File: config.mk
export PLATFORM = sky130hd
export DESIGN_NAME = wcmt_cell
export DESIGN_NICKNAME = d
export VERILOG_FILES = /design/src/rtl/wcmt_pkg.sv /design/src/rtl/wcmt_cell.sv
export SDC_FILE = /design/constraint.sdc
export NUM_CORES = 1
export LEC_CHECK = 0
export BUFFER_PORTS_ARGS = -buffer_cell sky130_fd_sc_hd__buf_2
export CAP_MARGIN = 0
export CELL_PAD_IN_SITES_DETAIL_PLACEMENT = 0
export CELL_PAD_IN_SITES_GLOBAL_PLACEMENT = 1
export CORE_MARGIN = 10
export CORE_UTILIZATION = 36
export CTS_CLUSTER_DIAMETER = 120
export DETAILED_ROUTE_END_ITERATION = 8
export HOLD_SLACK_MARGIN = 0.12
export MAX_ROUTING_LAYER = met4
export PLACE_DENSITY = 0.85
export RECOVER_POWER = 50
export SLEW_MARGIN = 40
export SYNTH_ARGS = -nofsm -noshare
export SYNTH_HDL_FRONTEND = slang
export SYNTH_SLANG_ARGS = --single-unit
File: constraint.sdc
create_clock -name clk -period 3.1 [get_ports clk]
set_input_delay 0.62 -clock clk [delete_from_list [all_inputs] [get_ports clk]]
set_output_delay 0.62 -clock clk [all_outputs]
set_load 0.1 [all_outputs]
File: src/rtl/wcmt_pkg.sv
// shared types and constants for the worker clock minimum tracker
// no dependencies; imported by every module of the block
`default_nettype none

package wcmt_pkg;

	localparam int CLK_W = 31;
	localparam int NUM_WORKERS_DEF = 64;
	localparam logic [CLK_W-1:0] CLOCK_MAX = {CLK_W{1'b1}};
	localparam logic signed [CLK_W:0] MIN_UNSET = -32'sd1;

	typedef enum logic [1:0] {
		KIND_ADD   = 2'd0,
		KIND_TICK  = 2'd1,
		KIND_UNTIL = 2'd2,
		KIND_READ  = 2'd3
	} kind_t;

	typedef enum logic [2:0] {
		ST_IDLE,
		ST_SCAN,
		ST_LOAD,
		ST_CLAMP,
		ST_GAP,
		ST_CATCH,
		ST_ADV,
		ST_DONE
	} state_t;

	// partial result handed from cell to cell during a scan
	typedef struct packed {
		logic             shared;
		logic             has_next;
		logic [CLK_W-1:0] next_clk;
		logic             wpres;
		logic [CLK_W-1:0] wclk;
	} scan_t;

	// current minimum as seen by the cells
	typedef struct packed {
		logic             mset;
		logic [CLK_W-1:0] m;
	} bcast_t;

	// write into the addressed cell
	typedef struct packed {
		logic             en;
		logic [CLK_W-1:0] clk_val;
	} wr_t;

	localparam scan_t SCAN_INIT = '{shared: 1'b0, has_next: 1'b0, next_clk: '0,
		wpres: 1'b0, wclk: '0};

endpackage

`default_nettype wire

File: src/rtl/wcmt_cell.sv
// one worker slot: clock and present bit, plus one step of the scan chain
// depends on wcmt_pkg
`default_nettype none

module wcmt_cell #(
	parameter int IDX_W = 6,
	parameter int INDEX = 0
) (
	input  wire                   clk,
	input  wire                   arst_n,
	input  wire  [IDX_W-1:0]      w,
	input  wcmt_pkg::bcast_t      bc,
	input  wcmt_pkg::wr_t         wr,
	input  wire  [IDX_W-1:0]      wr_idx,
	input  wcmt_pkg::scan_t       scan_in,
	output wcmt_pkg::scan_t       scan_out
);
	import wcmt_pkg::*;

	localparam logic [IDX_W-1:0] MY_IDX = IDX_W'(INDEX);

	logic [CLK_W-1:0] clk_q;
	logic             pres_q;
	scan_t            scan_q;
	scan_t            scan_d;
	logic             self;
	logic             other;
	logic             gtm;

	assign self  = (w == MY_IDX);
	assign other = pres_q && !self;
	assign gtm   = other && (clk_q > bc.m);

	always_comb begin
		scan_d = scan_in;
		if (other && bc.mset && clk_q == bc.m) begin
			scan_d.shared = 1'b1;
		end
		// smallest clock strictly above the minimum among the other workers
		if (gtm && (!scan_in.has_next || clk_q < scan_in.next_clk)) begin
			scan_d.has_next = 1'b1;
			scan_d.next_clk = clk_q;
		end
		if (self) begin
			scan_d.wpres = pres_q;
			scan_d.wclk  = clk_q;
		end
	end

	always_ff @(posedge clk or negedge arst_n) begin
		if (!arst_n) begin
			pres_q <= 1'b0;
		end else if (wr.en && wr_idx == MY_IDX) begin
			pres_q <= 1'b1;
		end
	end

	always_ff @(posedge clk) begin
		if (wr.en && wr_idx == MY_IDX) begin
			clk_q <= wr.clk_val;
		end
		scan_q <= scan_d;
	end

	assign scan_out = scan_q;

endmodule

`default_nettype wire

; ---- Word-level counts from Yosys, hierarchy flattened
; Cells that the tools add are included.
[word_totals]
register_bits = 97
[op_classes]
order_cmp = 2
eq_ne = 1
muxes = 2
reduce_logical = 11
[ops]
columns = op, n
row1 = 32-bit 2-to-1 mux, 1
row2 = 31-bit == test, 1
row3 = 31-bit > comparator, 1
row4 = 31-bit less-than comparator, 1
row5 = 31-bit 2-to-1 mux, 1
row6 = 6-bit logical NOT, 2
row7 = 1-bit logical AND, 6
row8 = 1-bit logical NOT, 2
row9 = 1-bit logical OR, 1

; ---- Logic depth before layout (Yosys ltp)
; Gate-level depths: netlist of run 1.
[logic_depth]
ltp_word = 6
mapped_depth = 10

; ---- Worst setup path after synthesis of run 1
; No wires, ideal clock.
[synth_timing]
path_kind = input -> register
from = in wr_idx[2]
to = reg clk_q[0] (enable)
arrival_ns = 4.307
required_ns = 2.598
path_slack_ns = -1.709
path_stages = 2
n_path_buf = 0
cell_sequence = or4b_2 > nor4_1
[synth_via]
elab_chain_len = 2
[synth_lines]
columns = item, line_no
row1 = from (decl), wcmt_cell.sv:14  ; input wire [IDX_W-1:0] wr_idx,
row2 = 6-bit logical NOT, wcmt_cell.sv:59  ; if (wr.en && wr_idx == MY_IDX) begin
row3 = 1-bit logical AND, wcmt_cell.sv:59
row4 = to (signal assigned), wcmt_cell.sv:60  ; clk_q <= wr.clk_val;
row5 = to (decl), wcmt_cell.sv:22  ; logic [CLK_W-1:0] clk_q;
; Every way passes these cells.
; A chain may end at the register's enable or synchronous reset.

==> results by group, run 1 <==
Status
  • Status: complete, no violations

Synthesis
  • Synth top cells by count: 65 x dfxtp_1, 63 x inv_1, 61 x ha_1, 32 x mux2_2, 31 x edfxtp_1
  • Synth top area share: a little over a quarter
  • Count leader, synth: dfxtp_1
  • Synthesized flop and latch total: 97
  • Area contributors post-synth: dfxtp_1 27%, edfxtp_1 20%, ha_1 16%
  • Asr flop ratio synth: 1.03%
  • Post-synth top flop: dfxtp_1
  • Register area share after synthesis: about 47%
  • Post-synthesis cell count: about 400
  • Synth Warn #: 0
  • Syn avg cell area: between 10 and 15 µm²
  • Post-synth EDFFs: 31
  • Post-Syn Area: 0.00476 mm²
  • Yosys cell types: 36
  • Synthesized net count: 600
  • Yosys top cell by area: dfxtp_1

Routing
  • Via count: approximately 3600
  • Vias per inst: around 4.6
  • Drt total wl: roughly 14000 µm
  • # DRC: 0
  • Initial drt markers: around 170
  • First-pass DRT Iterations: 4
  • Routed wire length per instance: roughly 18 µm
  • Routed Antenna Nets: 0

GRT
  • Antenna violations before repair: 4
  • GRT overflow: 0
  • Vias in the first global route: around 4200
  • Pin count of the biggest net entering global routing: 34
  • First-pass GRT wire length: between 20000 and 25000 µm
  • Overall routing resource usage: 15.7%

Setup path
  • Crit-path slowest cell: edfxtp_1
  • Crit path DAT: between 2 and 3 ns
  • Setup CP Type: reg -> reg
  • CP startpoint kind: flip-flop
  • Worst Reg-to-Reg Cells: 9
  • Reg-to-reg setup timing slack: 0.36 ns
  • Reg2reg end: scan_out[35]
  • R2R Path Start: clk_q[29]
  • Worst path max stage delay: 0.49 ns
  • CP Cell Sequence: ha_1 -> a21oi_1 -> nand2_1 -> a221o_1 -> a211oi_1 -> a2bb2oi_2 -> a211o_4 -> buf_4 -> mux2_4
  • Worst Path Max Fanout: 7
  • Worst setup EP type: flip-flop
  • Crit. Startpoint: clk_q[29]
  • Worst Path Required: ~3.3 ns

Place
  • Quantity of I/O buffers inserted on ports: 207
  • Worst slack, placed: around 0.096 ns
  • Hpwl dp: 11800 µm
  • Gp weighted congestion: 0.856
  • Placed cell count: roughly 780

Die
  • Die area: ~0.018 mm²
  • Die width: around 130 µm
  • Starting Density: about 37%
  • # rows: a little over 40
  • Core Box Area: 0.0128 mm²
  • Die Ht: 135 µm
  • Io pins: roughly 210

Clocking
  • TritonCTS Sinks: slightly below 100
  • Clk root buf: clkbuf_16
  • CTS tree: built
  • Post CTS Setup Buffer Count: 0
  • Clock buffers created by TritonCTS: 9
  • Clock latency at the later pin of the worst-skew pair: about 0.35 ns
  • Clock Path Buffers: 2
  • H-tree Lvls: 3
  • Clock-pin transition on the worst setup and hold timing paths: around 0.07 ns

Timing
  • Part of the cycle the worst path needs: 88.5%
  • Worst Max-Slew Pin Slew: ~1.2 ns
  • Clock skew: between 0.009 and 0.01 ns
  • RSZ-0062 raised after global routing: false
  • Setup TNS: 0 ns
  • Slew margin rel.: between 20% and 30%
  • Crit path time final: between 2 and 3 ns
  • Max Clk Rate: about 0.36 GHz
  • Final Hold Vio Count: 0
  • Slew Viols, Final: 0
  • Final setup fails: 0
  • Final WS setup: roughly 0.36 ns
  • Hold_ws: roughly 0.44 ns

Pwr
  • Leakage power: ~3.2 nW
  • Power density cells: between 500 and 600 mW/mm²
  • Worst vdd ir: between 200 and 250 µV

Worst hold path
  • Worst Hold Launch: wr[25]
  • End of the worst hold path: clk_q[25]
  • Worst Hold Class: in -> reg
  • WHS Path Cells: 1

Run
  • Max-Cap Viols: 0

Cells and area
  • Layout area overhead: 31.8%
  • Layout Cells excl Fill: 797
  • Post-layout net count: 820
  • Filler Cells Inserted: roughly 1200
  • Share of cells above drive strength 1: a little over two fifths
[flip-flops by register name (all words and copies together) (netlist names)]
register  cells
pres_q        1
clk_q        31
scan_out     65
[per-layer routing]
layer | track usage, % | vias to the layer above | share of wire (%)
li1 | - | 1850 | -
met1 | 16.5 | 1649 | 40
met2 | 27.2 | 130 | 51
met3 | 4.45 | 20 | 6.8
met4 | 6.52 | 0 | 1.9
met5 | - | - | 0
[kinds of logic after synthesis]
| kind of cell | Yosys count | synth area share, % |
|---|---|---|
| fa+ha+maj | 61 | 16.0 |
| buf+inv | 69 | 6.47 |
| compound gates | 49 | 6.39 |
| mux | 62 | 17.0 |
| flops | 97 | 47.4 |
| simple gates | 58 | 6.65 |
[through the flow]
| step | instance area, µm² | total power [W] | util [%] |
|---|---|---|---|
| after floorplan | 4770 | 0.00205 | - |
| after global placement | 6030 | 0.00223 | 47.2 |
| after detailed placement | 6030 | 0.00224 | 47.2 |
| after CTS | 6310 | 0.00327 | 49.4 |
| after global routing | 6270 | 0.00336 | 49.1 |
| final | 6270 | 0.00322 | 49.1 |
[cell usage in the layout (no fill, tap or decap), drive strengths merged, types with 2 or more instances in the layout]
cell type    n
nand4       13
nor4         5
clkbuf      44
a21oi       26
a221oi       3
ha          61
o21ai       10
nor2         6
edfxtp      31
clkinv       5
buf        180
nand3       10
mux2        62
a21o         2
nor3         2
nand2       16
dfxtp       65
inv         63
a211oi       2
diode        4
[how the worst max path moves through the flow]
stage / endpoint / cells after the start / slack (ns)
2_1_floorplan: clk_q[0] / 2 / 0.32
3_3_place_gp: scan_out[36] / 10 / 0.15
3_5_place_dp: scan_out[35] / 11 / 0.1
4_1_cts: scan_out[35] / 9 / 0.31
5_1_grt: scan_out[37] / 9 / 0.21
6_report: scan_out[35] / 9 / 0.36
[timing repair]
action,CTS,global route
hold buffers,1,0
endpoints found under the hold margin,1,0
gates resized for setup,0,0
[worst max-delay path, delay by kind of cell, from the launching register on]
family | cells | cell delay [ns]
muxes | 1 | 0.32
buffers and inverters | 1 | 0.21
adders and majority gates | 1 | 0.36
AOI/OAI and AO/OA | 5 | 1.16
DFF | 1 | 0.49
and+or+nand+nor | 1 | 0.07
[power breakdown]
part	internal (W)	switching [W]	total (W)
Combinational	0.000232	0.000579	0.000811
Clock	0.000539	0.000479	0.00102
Sequential	0.00137	0.0000232	0.00139
[layout make-up]
cell class	instances	area, µm²	share of cell area, %
flip-flops and latches	97	2260	36.0
repair buffers	215	1080	17.2
inverters	63	236	3.77
well taps	172	215	3.43
clock inverters	6	35.0	0.559
multi-input cells	230	2210	35.2
clock buffers	10	229	3.65
diodes	4	10.0	0.160
Note: power is estimated with default switching activity, not from simulation.
==> inputs of run 2 (changes only) <==
--- a/config.mk
+++ b/config.mk
@@ -9,7 +9,7 @@
 export CAP_MARGIN = 0
 export CELL_PAD_IN_SITES_DETAIL_PLACEMENT = 0
 export CELL_PAD_IN_SITES_GLOBAL_PLACEMENT = 1
-export CORE_MARGIN = 10
+export CORE_MARGIN = 3
 export CORE_UTILIZATION = 36
 export CTS_CLUSTER_DIAMETER = 120
 export DETAILED_ROUTE_END_ITERATION = 8
==> results by group, run 2 (synthesis gave the netlist of run 1 again) <==
GRT
  • First-pass GRT wire length: 19000 µm (-11%)
  • Overall routing resource usage: 17.5% (+1.8 points)
  • Pin count of the biggest net entering global routing: 34 (unchanged)
  • Antenna violations before repair: 0 (-4)
  • GRT overflow: 0 (unchanged)
  • Vias in the first global route: 3921 (-5.7%)

Timing
  • Final Hold Vio Count: 0 (unchanged)
  • Slew margin rel.: 21.0% (+0.95 points)
  • Part of the cycle the worst path needs: 88.2% (-0.29 points)
  • Crit path time final: 2.73 ns (-0.00903 ns)
  • Final WS setup: 0.366 ns (+0.00903 ns)
  • Worst Max-Slew Pin Slew: 1.19 ns (-0.0143 ns)
  • Clock skew: 0.00420 ns (-0.00489 ns)
  • Setup TNS: 0 ns (unchanged)
  • Max Clk Rate: 0.366 GHz (+0.33%)
  • Slew Viols, Final: 0 (unchanged)
  • Final setup fails: 0 (unchanged)
  • RSZ-0062 raised after global routing: false

Setup path
  • Most used cell, CP: nand4_1
  • CP startpoint kind: flip-flop
  • R2R Path Start: clk_q[25]
  • Worst Reg-to-Reg Cells: 8 (-1)
  • Worst Path Required: 3.34 ns (about the same)
  • Crit. Startpoint: clk_q[25]
  • Crit path max-delay family: simple AND/OR/NAND/NOR gates
  • Levels on crit path: 8 (-1)
  • Critical Path Sink: scan_out[62]
  • Reg2reg end: scan_out[62]
  • Crit path DAT: 2.97 ns (about the same)
  • Worst Path Max Fanout: 13 (+6)
  • CP Cell Sequence: ha_1 -> nand4_1 -> nor4_1 -> nand4_1 -> a21oi_1 -> a211o_4 -> buf_12 -> mux2_2
  • Reg-to-reg setup timing slack: 0.37 ns (about the same)
  • Setup CP Type: reg -> reg
  • Crit-path slowest cell: nor4_1
  • Worst setup EP type: flip-flop
  • Crit path buf inv count: 1 (unchanged)
  • Worst path max stage delay: 0.52 ns (+0.03 ns)

Routing
  • Via count: 3764 (+3.2%)
  • Routed Antenna Nets: 0 (unchanged)
  • Routed wire length per instance: 15.9 µm (-10%)
  • First-pass DRT Iterations: 4 (unchanged)
  • # DRC: 0 (unchanged)
  • Vias per inst: 4.75 (+3.7%)
  • Initial drt markers: 116 (-33%)
  • Drt total wl: 12600 µm (-11%)

Clocking
  • Clock Path Buffers: 2 (unchanged)
  • TritonCTS Sinks: 97 (unchanged)
  • Clock latency at the later pin of the worst-skew pair: 0.35 ns (about the same)
  • Clk root buf: clkbuf_16
  • H-tree Lvls: 3 (unchanged)
  • CTS tree: built
  • Clock-pin transition on the worst setup and hold timing paths: 0.07 ns (about the same)
  • Post_cts resized: 0 (unchanged)
  • Clock buffers created by TritonCTS: 9 (unchanged)

Place
  • Hpwl dp: 10200 µm (-13%)
  • Worst slack, placed: 0.0371 ns (-0.0587 ns)
  • Gp weighted congestion: 0.884 (+3.3%)
  • Quantity of I/O buffers inserted on ports: 207 (unchanged)

Pwr
  • Leakage power: 3.17 nW (+0.37%)
  • Power density cells: 525 mW/mm² (+2.1%)
  • Worst vdd ir: 222 µV (-1.3%)

Die
  • Core Box Area: 0.0128 mm² (unchanged)
  • Die Ht: 121 µm (-10%)
  • Starting Density: 37.3% (unchanged)
  • Die width: 121 µm (-10%)
  • # rows: 41 (unchanged)
  • Io pins: 208 (unchanged)
  • Die area: 0.0146 mm² (-20%)

Status
  • Status: complete, no violations

Cells and area
  • Max reg flops: 65 (unchanged)
  • Commonest non-fill, non-tap cell in the layout: buf_2
  • Share of cells above drive strength 1: 42.8% (unchanged)
  • Antenna diodes: 0 (-4)
  • Final Core Density: 49.2% (+0.13 points)
  • Commonest non-fill, non-tap cells in the layout: 173 x buf_2, 65 x dfxtp_1, 63 x inv_1, 61 x ha_1, 35 x clkbuf_1
  • Post-layout net count: 820 (unchanged)
  • Layout area overhead: 32.1%

Run
  • Max-Cap Viols: 0 (unchanged)

Worst hold path
  • Worst Hold Class: in -> reg
[run 2: changes by cell type in the layout (fill, tap and decap cells not counted)]
cell and change:
clkinv_4 -1, clkbuf_16 +1, clkinv_1 -1, clkbuf_1 +1, clkbuf_8 +1, buf_2 -1, diode_2 -4, clkinv_2 -1
inv_4 +1
[run 2: cell type report]
type / instances / area, µm²
Clock buffer: 12 / 268
Clock inverter: 4 / 23.8
Fill cell: 1219 / 6480
Inverter: 63 / 236
Multi-Input combinational cell: 230 / 2210
Sequential cell: 97 / 2260
Tap cell: 172 / 215
Timing Repair Buffer: 215 / 1080
[run 2: metrics by stage]
| stage | hold slack, ns | instance area [µm²] | cells | total power, W |
|---|---|---|---|---|
| floorplan | 0.324 | 4770 | 396 | 0.00205 |
| global route | 0.424 | 6290 | 793 | 0.00344 |
| finish | 0.444 | 6290 | 793 | 0.00330 |
| global placement | 0.397 | 6030 | 776 | 0.00223 |
| CTS | 0.425 | 6330 | 793 | 0.00335 |
| detailed placement | 0.398 | 6030 | 776 | 0.00224 |
[run 2: worst register-to-register path, cell delays in order (launching register included)]
cell and delay [ns]:
edfxtp_1 0.45, ha_1 0.36, nand4_1 0.15, nor4_1 0.52, nand4_1 0.22, a21oi_1 0.23, a211o_4 0.19, buf_12 0.17
mux2_2 0.34
[run 2: report_power, final]
part / internal, W / total, W / switching (W)
Combinational: 0.000233 / 0.000812 / 0.000579
Sequential: 0.00137 / 0.00139 / 0.0000224
Clock: 0.000613 / 0.00109 / 0.000481
Total: 0.00222 / 0.00330 / 0.00108
[run 2: worst min path at each step]
stage          startpoint        end  slack, ns  cells after the start
5_1_grt             wr[6]   clk_q[6]       0.42                      1
4_1_cts            wr[28]  clk_q[28]       0.42                      1
3_5_place_dp       arst_n     pres_q       0.40                      1
6_report           wr[28]  clk_q[28]       0.44                      1
2_1_floorplan      arst_n     pres_q       0.32                      0
3_3_place_gp       arst_n     pres_q       0.40                      1
[run 2: what timing repair did]
action                                  4_1_cts  5_1_grt
endpoints found under the setup margin        0        0
hold buffers                                  1        0
hold endpoints to repair                      1        0
buffers inserted                              0        0
[run 2: per-layer routing]
metal	track usage [%]	routed length, µm	up-vias
li1	-	-	1849
met1	19.9	5210	1755
met2	29.2	6270	129
met3	3.64	712	31
met4	8.71	406	0
met5	-	0	-
==> inputs of run 3 (changes only) <==
--- a/config.mk
+++ b/config.mk
@@ -9,7 +9,7 @@
 export CAP_MARGIN = 0
 export CELL_PAD_IN_SITES_DETAIL_PLACEMENT = 0
 export CELL_PAD_IN_SITES_GLOBAL_PLACEMENT = 1
-export CORE_MARGIN = 3
+export CORE_MARGIN = 2
 export CORE_UTILIZATION = 36
 export CTS_CLUSTER_DIAMETER = 120
 export DETAILED_ROUTE_END_ITERATION = 8
==> results by group, run 3 (synthesis gave the netlist of run 1 again) <==
Status
  • Status: complete, no violations

Clocking
  • Clock latency at the later pin of the worst-skew pair: 0.35 ns (about the same)
  • Clk root buf: clkbuf_16
  • CTS tree: built
  • TritonCTS Sinks: 97 (unchanged)
  • Clock-pin transition on the worst setup and hold timing paths: 0.07 ns (about the same)
  • Post CTS Setup Buffer Count: 0 (unchanged)
  • Clock Path Buffers: 2 (unchanged)
  • Clock buffers created by TritonCTS: 9 (unchanged)
  • H-tree Lvls: 3 (unchanged)

Timing
  • Final setup fails: 0 (unchanged)
  • Setup TNS: 0 ns (unchanged)
  • Crit path time final: 2.80 ns (+0.0648 ns)
  • RSZ-0062 raised after global routing: false
  • Slew Viols, Final: 0 (unchanged)
  • Clock skew: 0.00919 ns (+0.00498 ns)
  • Max Clk Rate: 0.357 GHz (-2.3%)
  • Part of the cycle the worst path needs: 90.3% (+2.1 points)
  • Slew margin rel.: 17.6% (-3.4 points)
  • Final Hold Vio Count: 0 (unchanged)
  • Worst Max-Slew Pin Slew: 1.24 ns (+0.0518 ns)
  • Final WS setup: 0.301 ns (-0.0648 ns)

Pwr
  • Power density cells: 562 mW/mm² (+7.1%)
  • Leakage power: 3.12 nW (-1.6%)
  • Worst vdd ir: 214 µV (-3.6%)
  • Overall power: 0.00355 W (+7.7%)

Run
  • Max-Cap Viols: 0 (unchanged)

Place
  • Worst slack, placed: 0.0194 ns (-0.0178 ns)
  • Gp weighted congestion: 0.854 (-3.4%)
  • Quantity of I/O buffers inserted on ports: 207 (unchanged)
  • Hpwl dp: 9810 µm (-4.2%)
  • Placed cell count: 778 (+0.26%)

Cells and area
  • Max reg flops: 65 (unchanged)
  • Layout Cells excl Fill: 795 (+0.25%)
  • Commonest non-fill, non-tap cell in the layout: buf_2
  • Layout area overhead: 32.9%
  • Commonest non-fill, non-tap cells in the layout: 149 x buf_2, 65 x dfxtp_1, 63 x inv_1, 61 x ha_1, 58 x clkbuf_1
  • Antenna diodes: 0 (unchanged)
  • Post-layout net count: 818 (-0.24%)
  • Share of cells above drive strength 1: 38.8% (-4.1 points)

Routing
  • Initial drt markers: 99 (-15%)
  • Via count: 3675 (-2.4%)
  • Routed Antenna Nets: 0 (unchanged)
  • Vias per inst: 4.62 (-2.6%)
  • Drt total wl: 12300 µm (-2.7%)
  • Routed wire length per instance: 15.4 µm (-2.9%)
  • First-pass DRT Iterations: 4 (unchanged)
  • # DRC: 0 (unchanged)

GRT
  • Pin count of the biggest net entering global routing: 33 (-2.9%)
  • Antenna violations before repair: 0 (unchanged)
  • Vias in the first global route: 3918 (-0.077%)
  • GRT overflow: 0 (unchanged)
  • First-pass GRT wire length: 19200 µm (+0.76%)
  • Overall routing resource usage: 18.0% (+0.54 points)

Die
  • Die Ht: 119 µm (-1.7%)
  • Io pins: 208 (unchanged)
  • Die width: 119 µm (-1.7%)
  • Starting Density: 36.4% (-0.89 points)
  • Die area: 0.0142 mm² (-3.3%)
  • # rows: 42 (+2.4%)
  • Core Box Area: 0.0131 mm² (+2.4%)

Worst hold path
  • Worst Hold Class: in -> reg

Setup path
  • Worst Path Required: 3.33 ns (about the same)
  • Setup CP Type: reg -> reg
  • Crit path DAT: 3.03 ns (+0.06 ns)
  • Worst Path Max Fanout: 19 (+6)
  • CP startpoint kind: flip-flop
  • Worst setup EP type: flip-flop
[run 3: changes by cell type in the layout (fill, tap and decap cells not counted), moves of 2 or more]
cell	delta
clkinvlp_4	+2
clkbuf_1	+23
buf_2	-24
bufinv_16	+4
clkinv_2	-2
[run 3: path summary, 6_finish.rpt]
path / cells past startpoint / startpoint / end / slack (ns)
max in group asynchronous: 2 / arst_n / pres_q / 2.41
min: 1 / wr[5] / clk_q[5] / 0.44
max: 9 / clk_q[29] / scan_out[62] / 0.30
min reg2reg: 1 / clk_q[0] / scan_out[32] / 0.53
min in group asynchronous: 2 / arst_n / pres_q / 0.61
max reg2reg: 9 / clk_q[29] / scan_out[62] / 0.30
[run 3: repair_timing]
item / in CTS / in global routing
gates resized for setup: 0 / 0
hold buffers: 1 / 0
hold endpoints to repair: 1 / 0
[run 3: per-stage QoR]
step	instance area, µm²	utilization [%]	hold slack (ns)
5_1_grt	6320	48.3	0.431
6_report	6320	48.3	0.443
3_5_place_dp	6020	46.0	0.398
2_1_floorplan	4770	-	0.324
4_1_cts	6400	48.9	0.429
3_3_place_gp	6020	46.0	0.397
[run 3: power breakdown]
part,switching [W],total (W),internal (W)
Combinational,0.000578,0.000801,0.000223
Clock,0.000491,0.00136,0.000870
Sequential,0.0000214,0.00139,0.00137
[run 3: area by class of cell]
cell class	count	area [µm²]
fillers	1239	6760
clock buffers	9	225
multi-input cells	230	2210
well taps	176	220
inverters	63	236
clock inverters	7	143
flip-flops and latches	97	2260
repair buffers	213	1040
[run 3: per-layer routing]
metal	share of wire (%)	GRT usage, %
met1	42	21.3
met2	50	30.6
met3	5.2	3.35
met4	1.9	6.85
met5	0	-
[run 3: worst max-delay path: stages (launching register included)]
cell	delay (ns)
edfxtp_1	0.48
ha_1	0.36
a21oi_1	0.16
nand2_1	0.07
a221o_1	0.34
a211oi_1	0.35
a2bb2oi_2	0.23
a211o_4	0.15
buf_12	0.20
mux2_2	0.35
