<file path="src/rtl/wcmt_pkg.sv">
// shared types and constants for the worker clock minimum tracker
// no dependencies; imported by every module of the block
`default_nettype none

package wcmt_pkg;

	localparam int CLK_W = 31;
	localparam int NUM_WORKERS_DEF = 64;
	localparam logic [CLK_W-1:0] CLOCK_MAX = {CLK_W{1'b1}};
	localparam logic signed [CLK_W:0] MIN_UNSET = -32'sd1;

	typedef enum logic [1:0] {
		KIND_ADD   = 2'd0,
		KIND_TICK  = 2'd1,
		KIND_UNTIL = 2'd2,
		KIND_READ  = 2'd3
	} kind_t;

	typedef enum logic [2:0] {
		ST_IDLE,
		ST_SCAN,
		ST_LOAD,
		ST_CLAMP,
		ST_GAP,
		ST_CATCH,
		ST_ADV,
		ST_DONE
	} state_t;

	// partial result handed from cell to cell during a scan
	typedef struct packed {
		logic             shared;
		logic             has_next;
		logic [CLK_W-1:0] next_clk;
		logic             wpres;
		logic [CLK_W-1:0] wclk;
	} scan_t;

	// current minimum as seen by the cells
	typedef struct packed {
		logic             mset;
		logic [CLK_W-1:0] m;
	} bcast_t;

	// write into the addressed cell
	typedef struct packed {
		logic             en;
		logic [CLK_W-1:0] clk_val;
	} wr_t;

	localparam scan_t SCAN_INIT = '{shared: 1'b0, has_next: 1'b0, next_clk: '0,
		wpres: 1'b0, wclk: '0};

endpackage

`default_nettype wire

</file>
<file path="src/rtl/wcmt_ctrl.sv">
// sequencer: takes a transaction, runs the cell scan, does the tick arithmetic,
// writes the cell back and holds the result; depends on wcmt_pkg
`default_nettype none

module wcmt_ctrl #(
	parameter int NUM_WORKERS = wcmt_pkg::NUM_WORKERS_DEF,
	parameter int IDX_W = $clog2(NUM_WORKERS)
) (
	input  wire                 clk,
	input  wire                 arst_n,
	input  wire                 s_axis_tvalid,
	output logic                s_axis_tready,
	input  wire  [39:0]         s_axis_tdata,
	input  wire  [1:0]          s_axis_tuser,
	output logic                m_axis_tvalid,
	input  wire                 m_axis_tready,
	output logic [95:0]         m_axis_tdata,
	output logic [0:0]          m_axis_tuser,
	output logic [IDX_W-1:0]    w,
	output wcmt_pkg::bcast_t    bc,
	output wcmt_pkg::wr_t       wr,
	input  wcmt_pkg::scan_t     scan_tail
);
	import wcmt_pkg::*;

	localparam int CNT_W = $clog2(NUM_WORKERS + 1);
	localparam logic [CNT_W-1:0] CNT_LAST = CNT_W'(NUM_WORKERS - 1);

	state_t state_q, state_d;
	logic [CNT_W-1:0] cnt_q, cnt_d;

	kind_t               kind_q;
	logic [IDX_W-1:0]    widx_q;
	logic [CLK_W-1:0]    val_q;
	logic                oor_q;
	logic signed [31:0]  min_q;

	logic                pres_q;
	logic                shared_q;
	logic                hn_q;
	logic [CLK_W-1:0]    next_q;
	logic [CLK_W-1:0]    c_q;
	logic signed [31:0]  n_q;
	logic [CLK_W-1:0]    room_q;
	logic signed [31:0]  gap_q;
	logic [CLK_W-1:0]    k_q;
	logic [CLK_W-1:0]    adv_q;

	logic                o_valid_q;
	logic signed [31:0]  o_min_q;
	logic [CLK_W-1:0]    o_adv_q;
	logic [CLK_W-1:0]    o_wclk_q;
	logic                o_absent_q;

	logic                accept;
	logic                out_free;
	logic                finish;
	logic [1:0]          in_kind;
	logic [5:0]          in_worker;
	logic [CLK_W-1:0]    in_val;
	logic                mset;
	logic [CLK_W-1:0]    c_load;
	logic [31:0]         nx;
	logic [31:0]         cand;
	logic                adv_ok;
	logic signed [31:0]  min_add;
	logic signed [31:0]  min_tick;

	assign in_kind   = s_axis_tuser;
	assign in_worker = s_axis_tdata[5:0];
	assign in_val    = s_axis_tdata[36:6];

	assign mset      = !min_q[31];
	assign accept    = s_axis_tvalid && s_axis_tready;
	assign out_free  = !o_valid_q || m_axis_tready;
	assign finish    = (state_q == ST_DONE) && out_free;

	assign w  = widx_q;
	assign bc = '{mset: mset, m: min_q[CLK_W-1:0]};

	assign c_load   = scan_tail.wpres ? scan_tail.wclk : '0;
	assign nx       = hn_q ? {1'b0, next_q} : 32'h8000_0000;
	assign cand     = nx - {1'b0, min_q[CLK_W-1:0]};
	assign adv_ok   = (n_q != 0) && mset && (c_q == min_q[CLK_W-1:0]) && !shared_q;
	assign min_add  = (!mset || val_q < min_q[CLK_W-1:0]) ? $signed({1'b0, val_q}) : min_q;
	assign min_tick = min_q + $signed({1'b0, adv_q});

	always_comb begin
		state_d       = state_q;
		cnt_d         = cnt_q;
		s_axis_tready = 1'b0;
		wr            = '{en: 1'b0, clk_val: c_q};
		case (state_q)
			ST_IDLE: begin
				s_axis_tready = 1'b1;
				cnt_d = '0;
				if (s_axis_tvalid) begin
					state_d = (int'(in_worker) < NUM_WORKERS) ? ST_SCAN : ST_DONE;
				end
			end
			ST_SCAN: begin
				cnt_d = cnt_q + 1'b1;
				if (cnt_q == CNT_LAST) begin
					state_d = ST_LOAD;
				end
			end
			ST_LOAD: begin
				state_d = (kind_q == KIND_TICK || kind_q == KIND_UNTIL) ? ST_CLAMP : ST_DONE;
			end
			ST_CLAMP: state_d = ST_GAP;
			ST_GAP:   state_d = ST_CATCH;
			ST_CATCH: state_d = ST_ADV;
			ST_ADV:   state_d = ST_DONE;
			ST_DONE: begin
				if (out_free) begin
					state_d = ST_IDLE;
					if (!oor_q && kind_q != KIND_READ) begin
						wr.en = 1'b1;
						wr.clk_val = (kind_q == KIND_ADD) ? val_q : c_q;
					end
				end
			end
			default: state_d = ST_IDLE;
		endcase
	end

	always_ff @(posedge clk or negedge arst_n) begin
		if (!arst_n) begin
			state_q   <= ST_IDLE;
			cnt_q     <= '0;
			min_q     <= MIN_UNSET;
			o_valid_q <= 1'b0;
		end else begin
			state_q <= state_d;
			cnt_q   <= cnt_d;
			if (finish) begin
				o_valid_q <= 1'b1;
				if (!oor_q && kind_q == KIND_ADD) begin
					min_q <= min_add;
				end else if (!oor_q && (kind_q == KIND_TICK || kind_q == KIND_UNTIL)) begin
					min_q <= min_tick;
				end
			end else if (m_axis_tready) begin
				o_valid_q <= 1'b0;
			end
		end
	end

	always_ff @(posedge clk) begin
		case (state_q)
			ST_IDLE: begin
				if (accept) begin
					kind_q <= kind_t'(in_kind);
					widx_q <= IDX_W'(in_worker);
					val_q  <= in_val;
					oor_q  <= !(int'(in_worker) < NUM_WORKERS);
				end
			end
			ST_LOAD: begin
				pres_q   <= scan_tail.wpres;
				shared_q <= scan_tail.shared;
				hn_q     <= scan_tail.has_next;
				next_q   <= scan_tail.next_clk;
				c_q      <= c_load;
				room_q   <= ~c_load;
				n_q      <= (kind_q == KIND_TICK) ? 32'sd1 :
					$signed({1'b0, val_q}) - $signed({1'b0, c_load});
			end
			ST_CLAMP: begin
				// no ticks for a non-positive distance, none past the largest clock
				if (n_q <= 0) begin
					n_q <= '0;
				end else if ($signed({1'b0, room_q}) < n_q) begin
					n_q <= $signed({1'b0, room_q});
				end
				gap_q <= $signed({1'b0, min_q[CLK_W-1:0]}) - $signed({1'b0, c_q});
			end
			ST_GAP: begin
				// a worker below the minimum first catches up to it
				if (mset && gap_q > 0 && n_q != 0) begin
					k_q <= (gap_q < n_q) ? gap_q[CLK_W-1:0] : n_q[CLK_W-1:0];
				end else begin
					k_q <= '0;
				end
			end
			ST_CATCH: begin
				c_q <= c_q + k_q;
				n_q <= n_q - $signed({1'b0, k_q});
			end
			ST_ADV: begin
				if (adv_ok) begin
					adv_q <= (cand < 32'(n_q)) ? cand[CLK_W-1:0] : n_q[CLK_W-1:0];
				end else begin
					adv_q <= '0;
				end
				c_q <= c_q + n_q[CLK_W-1:0];
			end
			default: ;
		endcase

		if (finish) begin
			if (oor_q) begin
				o_min_q    <= min_q;
				o_adv_q    <= '0;
				o_wclk_q   <= '0;
				o_absent_q <= 1'b1;
			end else begin
				case (kind_q)
					KIND_ADD: begin
						o_min_q    <= min_add;
						o_adv_q    <= '0;
						o_wclk_q   <= val_q;
						o_absent_q <= 1'b0;
					end
					KIND_READ: begin
						o_min_q    <= min_q;
						o_adv_q    <= '0;
						o_wclk_q   <= c_q;
						o_absent_q <= !pres_q;
					end
					default: begin
						o_min_q    <= min_tick;
						o_adv_q    <= (adv_q != '0) ? min_tick[CLK_W-1:0] : '0;
						o_wclk_q   <= c_q;
						o_absent_q <= 1'b0;
					end
				endcase
			end
		end
	end

	assign m_axis_tvalid = o_valid_q;
	assign m_axis_tdata  = {2'b00, o_wclk_q, o_adv_q, o_min_q};
	assign m_axis_tuser  = o_absent_q;

	a_min_held_idle: assert property (@(posedge clk) disable iff (!arst_n)
		state_q == ST_IDLE |=> $stable(min_q))
		else $error("minimum changed with no transaction in progress");

	a_no_write_in_scan: assert property (@(posedge clk) disable iff (!arst_n)
		state_q == ST_SCAN |-> !wr.en)
		else $error("cell written while a scan runs");

	a_scan_count: assert property (@(posedge clk) disable iff (!arst_n)
		state_q == ST_SCAN |-> cnt_q <= CNT_LAST)
		else $error("scan counter ran past the last cell");

	a_adv_is_min: assert property (@(posedge clk) disable iff (!arst_n)
		o_valid_q && o_adv_q != '0 |-> o_min_q == $signed({1'b0, o_adv_q}))
		else $error("reported raised minimum differs from the minimum");

endmodule

`default_nettype wire

</file>
<file path="config.mk">
export PLATFORM = sky130hd
export DESIGN_NAME = wcmt_ctrl
export DESIGN_NICKNAME = d
export VERILOG_FILES = /design/src/rtl/wcmt_pkg.sv /design/src/rtl/wcmt_ctrl.sv
export SDC_FILE = /design/constraint.sdc
export NUM_CORES = 1
export LEC_CHECK = 0
export BUFFER_PORTS_ARGS = -buffer_cell sky130_fd_sc_hd__buf_2
export CORE_MARGIN = 3
export CORE_UTILIZATION = 35
export CTS_CLUSTER_SIZE = 40
export DETAILED_ROUTE_END_ITERATION = 10
export PLACE_DENSITY = 0.55
export SKIP_LAST_GASP = 1
export SLEW_MARGIN = 20
export SYNTH_ARGS = -nofsm -noshare
export SYNTH_HDL_FRONTEND = slang
export SYNTH_SLANG_ARGS = --single-unit
</file>
<file path="constraint.sdc">
create_clock -name clk -period 6.6 [get_ports clk]
set_input_delay 0.33 -clock clk [delete_from_list [all_inputs] [get_ports clk]]
set_output_delay 0.33 -clock clk [all_outputs]
set_load 0.005 [all_outputs]
</file>
* After elaboration in Yosys (flattened, before gate mapping) *
Index checks and enable logic that the tools add are counted.
W data, S select, Z words.

operators by class
  equality and inequality tests = 17
  multiplexer cells = 26
  magnitude comparators = 6
  bitwise gates (word level) = 2
  $add $sub $neg = 8
  reductions and logical operators = 28

operators by type and width
  operator               count
  $mux W32               10
  $mux W31               4
  $lt A32 B32 Y1         3
  $pmux W32 S3           1
  $pmux W31 S3           1
  $pmux W32 S2           1
  $sub A31 B31 Y32       2
  $add A31 B31 Y31       2
  $add A32 B32 Y32       1
  $gt A32 B1 Y1 const B  1
  $le A32 B1 Y1 const B  1
  $reduce_bool A32 Y1    1
  $sub A32 B31 Y32       1
  $sub A32 B32 Y32       1
  $eq A31 B31 Y1         1
  $lt A31 B31 Y1         1
  $not A31 Y31           1
  $reduce_bool A31 Y1    1
  $pmux W3 S8            1
  $pmux W7 S2            1
  $eq A3 B3 Y1 const B   4
  $mux W3                4
  $ne A2 B2 Y1 const B   4
  $add A7 B1 Y7 const B  1
  other kinds (18)       38

word-level totals
  input port bits = 111
  flip-flop bits (word level) = 399

* Depth between registers and ports, before layout *
Gate-level depths: netlist of the first run.

  word-level depth = 5
  gate-level depth with buffers = 25

* Worst setup path before layout of the first run *
Ideal clock, no wire load.

  path type = reg2reg
  start point = reg state_q[0]
  end point = reg n_q[0] (enable)
  data required time = 6.168 ns
  data arrival time = 5.565 ns
  buffers on the path = 0
  setup slack = 0.603 ns
  library setup time = 0.432 ns
  cell stages (with the launch flop) = 6
  cell sequence = dfrtp_1 -> inv_1 -> ha_1 -> nor2b_1 -> nor3_1 -> a21oi_1

on the way
  word-level cells in the longest chain between the ends = 3

ends and longest elaborated chain
  item                                                          line              source
  from (decl)                                                   wcmt_ctrl.sv:29   state_t state_q, state_d;
  from (signal assigned)                                        wcmt_ctrl.sv:134  state_q <= state_d;
  $eq A3 B2 Y1 or $eq A3 B3 Y1 (tied branches)                  wcmt_ctrl.sv:150  case (state_q)
  $ne A3 B3 Y1 (no line) or $reduce_bool A3 Y1 (tied branches)  -
  $reduce_and A2 Y1 (no line) (*)                               -
  to (signal assigned)                                          wcmt_ctrl.sv:166  n_q <= (kind_q == KIND_TICK) ? 32'sd1 :
  to (signal assigned)                                          wcmt_ctrl.sv:174  n_q <= $signed({1'b0, room_q});
  to (signal assigned)                                          wcmt_ctrl.sv:188  n_q <= n_q - $signed({1'b0, k_q});
  to (decl)                                                     wcmt_ctrl.sv:43   logic signed [31:0] n_q;

Mark *: on every way between the ends. The rest lies on a longest branch, timed or not.
A chain may end at the register's enable or synchronous reset.

* Worst setup path after layout of the first run *
  start point = reg hn_q
  end point = reg adv_q[10], data pin

on the way
  word-level cells in the longest chain between the ends = 4

ends and longest elaborated chain
  item                    line              source
  from (decl)             wcmt_ctrl.sv:40   logic hn_q;
  from (signal assigned)  wcmt_ctrl.sv:162  hn_q <= scan_tail.has_next;
  $mux W32 (*)            wcmt_ctrl.sv:82   assign nx = hn_q ? {1'b0, next_q} : 32'h8000_0000;
  $sub A32 B31 Y32 (*)    wcmt_ctrl.sv:83   assign cand = nx - {1'b0, min_q[CLK_W-1:0]};
  $lt A32 B32 Y1          wcmt_ctrl.sv:192  adv_q <= (cand < 32'(n_q)) ? cand[CLK_W-1:0] : n_q[CLK_W-1:0];
  $mux W31 (*)            wcmt_ctrl.sv:192
  to (signal assigned)    wcmt_ctrl.sv:192
  to (decl)               wcmt_ctrl.sv:47   logic [CLK_W-1:0] adv_q;

Marked as above.

==> out/metrics.cfg, run 1 <==
[outcome]
status = finished, final reports clean

[die]
dieArea_mm2 = 0.08716
dieHeight_um = 295.2
rows = 105
coreArea_mm2 = 0.08250
pin_count = 280
initial_core_util_pct = 35.49
dieWidth_um = 295.2

[worst_setup_path]
required_ps = 6970
criticalPathCategory = flop to flop
worstPathArrival_ps = 6470
reg2reg_depth = 23
cp-start-kind = flop
crit_fanout = 20
crit_slowest_cell = a2111oi_0
crit_path_max_incr_delay_ps = 750
cp_cell_sequence = nand2_1 -> ha_1 -> inv_1 -> fa_1 -> a21o_1 -> a21oi_1 -> o211a_1 -> o31ai_1 -> buf_4 -> o31a_1 -> a21o_1 -> a31oi_1 -> o21ai_1 -> xor2_1 -> ha_1 -> nand4_1 -> nor2_1 -> nand3_1 -> a2111oi_0 -> a21oi_4 -> buf_4 -> mux2i_1 -> nor2_1
endpoint_kind = flop

[detailed_routing]
wire_per_inst_um = 23.52
vias = 24770
via_per_inst = 5.602
ant_nets = 0
drt_pass1_iterations = 6
totalWireLength_mm = 104.0
drt_iter0_drc = 2184
route.detailed.drc = 0

[clock_network]
clock_latency_ps = 630
cts.sinks = 399
cts_buffer_depth = 3
cts_made_buffers = 50
cts_tree = done
cts_root_buffer = clkbuf_16
cts_setup_buffers = 0
clk_pin_slew_ps = 60
h-tree-depth = 2
ctsHoldBuffers = 74
ctsResizeCount = 0

[hold_path]
holdPathStages = 1
hold_class = input pin to flop

[timing]
period_needed_ps = 6104
tightest_slew_ps = 1095
finClkSkew_ps = 31.67
finalCritPeriodShare_pct = 92.48
fin_tns_setup_ps = 0
setup_ws_ps = 496.1
maxSlewViolCount = 0
fmax_ghz = 0.1638
slew_headroom_pct = 26.32
finalHoldViolCount = 0
rsz0062_at_grt = no
setup_viol = 0

[power_and_ir_drop]
peakVddDrop_mv = 0.1690
power.density_mw_per_mm2 = 173.9
p_total_mw = 5.948
leakagePower_nw = 14.76

[final_layout]
fillCellCount = 8162
design_area_mm2 = 0.03419
drive_above_1_share_pct = 14.75
nets = 3743
synthToLayoutAreaGrowth_pct = 16.78

[place]
post-place-ws_ps = 489.5
port_buffers = 274
place_hpwl_mm = 80.75
placed_cell_area_mm2 = 0.03169
gp_congestion = 0.9137

[synthesis]
synth_top_area_share_pct = 36.51
yosysSeqAreaShare_pct = 40.32
syn-instance-count = 3016
synth_warnings = 0
synth_edf_count = 356
netlist_top_cells_count = edfxtp_1 (356), ha_1 (315), nand2_1 (270)
yosysUniqueCellTypes = 85
ys_ff_latch = 399
synth_top_flop_cell = edfxtp_1
yosys.area.top_type = edfxtp_1
synth_top_cells_by_area = edfxtp_1 (37%), ha_1 (13%), a21oi_1 (4.0%)
synth_area_per_cell_um2 = 9.708
synth_most_common_cell = edfxtp_1
async_flop_share_pct = 10.78
syn-cell-area_mm2 = 0.02928

[global_route]
track_usage_pct = 23.19
grt.overflow.total = 0
grt_pass1_wl_mm = 151.9
grt_max_degree = 69
antenna_found_initial = 6
grt_pass1_vias = 23770

[job]
cap_violations = 0

## critical path, delay by kind of cell, from the launching register on
kind | cells | cell delay [ps]
flops | 1 | 610
compound gates | 10 | 2830
mux | 1 | 190
fa+ha+maj | 3 | 870
buf+inv | 3 | 510
xor+xnor | 1 | 180
simple gates | 5 | 630
## cell type report
| type | instances | area (um2) | area share, % |
|---|---|---|---|
| clock buffers | 58 | 1303 | 3.809 |
| diodes | 2 | 5.005 | 0.01464 |
| clock inverters | 33 | 456.7 | 1.336 |
| multi-input cells | 2291 | 16190 | 47.35 |
| flip-flops and latches | 399 | 11810 | 34.53 |
| repair buffers | 384 | 2395 | 7.004 |
| inverters | 185 | 696.9 | 2.038 |
| well taps | 1070 | 1339 | 3.916 |
## sequential cells by signal (all words and copies together), names as in the netlist
name and flops:
pres_q 1, gap_q 32, o_min_q 32, room_q 31
val_q 31, shared_q 1, n_q 32, adv_q 31
m_axis_tvalid 1, w 6, next_q 31, min_q 32
state_q 3, o_wclk_q 31, kind_q 2, hn_q 1
o_adv_q 31, k_q 31, c_q 31, cnt_q 7
m_axis_tuser 1
## through the flow
stage / utilization (%) / hold slack, ps / instances
2_1_floorplan: - / 34.41 / 3017
3_3_place_gp: 38.41 / 466.2 / 4255
3_5_place_dp: 38.41 / 472.4 / 4255
4_1_cts: 41.44 / 28.13 / 4420
5_1_grt: 41.44 / 16.56 / 4420
6_report: 41.44 / 47.12 / 4422
## cell usage in the layout, fill, tap and decap left out, types with 30 or more instances in the layout
| cell | instances |
|---|---|
| nor2_1 | 194 |
| dfstp_2 | 32 |
| nor4_1 | 31 |
| dlygate4sd3_1 | 74 |
| nand4_1 | 51 |
| mux2_2 | 34 |
| ha_1 | 314 |
| a221oi_1 | 30 |
| a21oi_1 | 233 |
| nor3_1 | 31 |
| and2_1 | 42 |
| o21ai_0 | 227 |
| mux2i_1 | 62 |
| xnor2_1 | 85 |
| nand2b_1 | 40 |
| edfxtp_1 | 356 |
| clkbuf_16 | 51 |
| nand3_1 | 50 |
| buf_4 | 35 |
| a21o_1 | 135 |
| nand2_1 | 270 |
| inv_1 | 182 |
| buf_2 | 274 |
| xor2_1 | 71 |
## path summary, 6_finish.rpt
kind                       slack, ps         end           from
setup / recovery                 500   adv_q[10]           hn_q
hold reg to reg                  480    cnt_q[6]       cnt_q[6]
hold / removal                    50   next_q[0]  scan_tail[32]
setup reg to reg                 500   adv_q[10]           hn_q
min in group asynchronous        390    cnt_q[1]         arst_n
max in group asynchronous       5670  state_q[2]         arst_n
## where the power goes
group          internal, mW  leakage (nW)         switching [mW]
clock network          1.81         0.849                   1.21
registers              2.73          3.55  0.0000000000000000135
logic                0.0963          10.4                  0.102
## cells by family after synthesis
logic type / count (synthesis) / share of synthesized area, %
buffers and inverters: 327 / 4.684
other: 1 / 0.01281
AOI/OAI and AO/OA: 921 / 20.22
adders and majority gates: 321 / 13.87
DFF: 399 / 40.32
muxes: 96 / 3.427
and+or+nand+nor: 795 / 12.79
xor gates and xnor gates: 156 / 4.666
## per-layer routing
metal / wire, um / vias up / share of wire, % / track usage (%)
li1: - / 11830 / - / -
met1: 48470 / 11870 / 47 / 33.51
met2: 44730 / 915 / 43 / 35.75
met3: 7196 / 157 / 6.9 / 3.298
met4: 3589 / 6 / 3.5 / 7.460
met5: 41 / - / 0.039 / 0
Note: power is estimated with default switching activity, not from simulation.
==> run 2, diff against run 1 <==
--- a/config.mk
+++ b/config.mk
@@ -5,6 +5,7 @@
 export SDC_FILE = /design/constraint.sdc
 export NUM_CORES = 1
 export LEC_CHECK = 0
+export ABC_AREA = 1
 export BUFFER_PORTS_ARGS = -buffer_cell sky130_fd_sc_hd__buf_2
 export CORE_MARGIN = 3
 export CORE_UTILIZATION = 35
==> run 2 against run 1 <==
Fmax increased by 29%. Worst setup slack better by 1400 ps. Sequential power grew 84%. Area after synthesis rose by 9.6%. Combinational power increased to 71 times the previous value. Critical path type unchanged. Largest cell class unchanged. Largest power group is now combinational cells. Highest routed layer is now met4.
==> out/metrics.cfg, run 2 <==
[timing]
finClkSkew_ps = 31.83  ; +0.1599 ps
period_needed_ps = 4722  ; -1382 ps
finalHoldViolCount = 0  ; unchanged
fin_tns_setup_ps = 0  ; unchanged
maxSlewViolCount = 0  ; unchanged
fmax_ghz = 0.2118  ; +29%
slew_headroom_pct = 27.91  ; +1.6 points
finalCritPeriodShare_pct = 71.54  ; -21 points
tightest_slew_ps = 1072  ; -23.65 ps
setup_viol = 0  ; unchanged
rsz0062_at_grt = no

[final_layout]
drive_above_1_share_pct = 10.01  ; -4.7 points
final_common_cell = nand2_1
fillCellCount = 9434  ; +16%
layout_common_cells = nand2_1 (1081), inv_1 (471), nor2_1 (429), a21oi_1 (384), edfxtp_1 (356)
fin_cells = 5787  ; +31%
multi_input_area_mm2 = 0.01782  ; +10%
regArea_mm2 = 0.01181  ; unchanged
synthToLayoutAreaGrowth_pct = 14.99
nets = 5000  ; +34%
final_util_pct = 40.80  ; -0.65 points

[clock_network]
cts_tree = done
cts_root_buffer = clkbuf_16
clk_pin_slew_ps = 60  ; about the same
h-tree-depth = 2  ; unchanged
clock_latency_ps = 640  ; about the same
cts_made_buffers = 50  ; unchanged
cts_buffer_depth = 3  ; unchanged
ctsResizeCount = 0  ; unchanged
cts.sinks = 399  ; unchanged

[worst_setup_path]
worst-r2r-setup-slack_ps = 1880  ; +1380 ps
criticalPathCategory = flop to flop
cp_cell_sequence = buf_4 -> nand2_1 -> inv_1 -> ha_1 -> a21oi_1 -> o21ai_0 -> a21oi_1 -> nand2_1 -> nand2_1 -> nand2_1 -> a21oi_1 -> xnor2_1 -> ha_1 -> a21oi_1 -> o21ai_0 -> a21oi_1 -> o21a_1 -> nand2_4 -> a21oi_1 -> nor2_1
rr_endpoint = adv_q[26]
worstReg2RegStart = hn_q
crit_start = hn_q
cp-start-kind = flop
crit_path_max_incr_delay_ps = 390  ; -360 ps
endpoint_kind = flop
reg2reg_depth = 20  ; -13%
cp_num_buf_inv = 2  ; -1
required_ps = 6970  ; about the same
crit_family = compound AO/OA/AOI/OAI gates
cp.depth = 20  ; -13%
crit_slowest_cell = buf_4
crit_fanout = 61  ; +200%
worstPathArrival_ps = 5090  ; -1380 ps
cpMostUsedCell = a21oi_1
endpoint = adv_q[26]

[place]
port_buffers = 274  ; unchanged
gp_congestion = 0.9728  ; +6.5%
dp.cells = 5618  ; +32%
place_hpwl_mm = 106.5  ; +32%

[global_route]
grt_pass1_wl_mm = 190.7  ; +26%
antenna_found_initial = 8  ; +2
track_usage_pct = 27.22  ; +4.0 points
grt.overflow.total = 0  ; unchanged
grt_max_degree = 68  ; -1.4%
grt_pass1_vias = 28470  ; +20%

[detailed_routing]
ant_nets = 0  ; unchanged
wire_per_inst_um = 22.97  ; -2.4%
via_per_inst = 5.392  ; -3.8%
vias = 31210  ; +26%
route.detailed.drc = 0  ; unchanged
drt_iter0_drc = 3032  ; +39%
drt_pass1_iterations = 8  ; +2
totalWireLength_mm = 132.9  ; +28%

[synthesis]
synth_area_per_cell_um2 = 7.503  ; -23%
syn-cell-area_mm2 = 0.03208  ; +9.6%
synth_top_cells_by_area = edfxtp_1 (33%), nand2_1 (13%), ha_1 (12%)
ys_ff_latch = 399  ; unchanged
netlist_top_cells_count = nand2_1 (1084), inv_1 (472), nor2_1 (433)
synth_top_flop_cell = edfxtp_1
yosysUniqueCellTypes = 55  ; -35%
synth_edf_count = 356  ; unchanged
yosysSeqAreaShare_pct = 36.80  ; -3.5 points
synth_warnings = 0  ; unchanged
synth_most_common_cell = nand2_1
syn-instance-count = 4276  ; +42%
synth_top_area_share_pct = 33.32  ; -3.2 points
async_flop_share_pct = 10.78  ; unchanged
yosys.area.top_type = edfxtp_1

[hold_path]
hold_class = input pin to flop

[die]
coreArea_mm2 = 0.09042  ; +9.6%
pin_count = 280  ; unchanged
dieArea_mm2 = 0.09533  ; +9.4%
initial_core_util_pct = 35.48  ; about the same
dieHeight_um = 308.8  ; +4.6%
rows = 110  ; +4.8%
dieWidth_um = 308.8  ; +4.6%

[power_and_ir_drop]
leakagePower_nw = 16.79  ; +14%
power.density_mw_per_mm2 = 591.4  ; +240%
peakVddDrop_mv = 0.3567  ; +110%

[outcome]
status = finished, final reports clean

[job]
cap_violations = 0  ; unchanged

[run 2: cell families (layout without fill, tap and decap cells)]
logic type | after synthesis | count (layout) | share of synthesized area (%)
adders and majority gates | 321 | 321 | 12.66
buffers and inverters | 619 | 949 | 7.867
muxes | 1 | 1 | 0.03510
AOI/OAI and AO/OA | 828 | 828 | 13.95
xor gates and xnor gates | 75 | 75 | 2.048
and+or+nand+nor | 2032 | 2032 | 26.63
other | 1 | 6 | 0.01169
DFF | 399 | 399 | 36.80
[run 2: worst min path at each step]
stage	from	end	slack, ps	depth (start not counted)
after CTS	s_axis_tvalid	state_q[2]	10	3
after detailed placement	cnt_q[0]	cnt_q[0]	500	1
after floorplan	arst_n	cnt_q[0]	30	0
final	s_axis_tvalid	state_q[2]	50	3
after global routing	scan_tail[4]	room_q[4]	30	2
after global placement	arst_n	cnt_q[1]	500	2
[run 2: tightest hold or removal path, cell delays in order]
cell and delay, ps:
buf_2 80, o21ai_0 110, a21oi_1 120
[run 2: report_power, final]
part           total [mW]  internal (mW)  switching [mW]
registers            5.01           4.17           0.838
logic                14.0           4.31            9.66
clock network        2.83           1.64            1.19
[run 2: metal layers]
layer  routed length, um  vias to the layer above  track usage, %
met5                   0                        -               0
li1                    -                    15100               -
met3               12390                      179           6.011
met1               61490                    14540           39.66
met2               54220                     1386           39.60
met4                4830                        0           9.406
[run 2: per-stage QoR]
| stage | hold WS, ps | worst slack, ps | cell area (um2) | power [mW] |
|---|---|---|---|---|
| after floorplan | 34.41 | 404.9 | 32080 | 14.05 |
| after global placement | 495.8 | 1775 | 34480 | 18.54 |
| after detailed placement | 500.5 | 1721 | 34490 | 18.63 |
| after CTS | 14.25 | 1696 | 36870 | 21.60 |
| after global routing | 25.74 | 1541 | 36880 | 23.61 |
| final | 50.77 | 1878 | 36890 | 21.82 |
[run 2: cell type report]
cell class,count,area share (%)
sequential,399,32.00
inverter,484,4.932
timing repair buffer,374,6.288
clock buffer,57,3.521
multi-input combinational,3259,48.32
clock inverter,34,0.9226
antenna,4,0.02713
tap,1176,3.989
[run 2: timing repair]
action / CTS / global route
hold buffers: 74 / 0
endpoints found under the hold margin: 84 / 0
setup endpoints to repair: 0 / 0
buffers inserted: 0 / 0
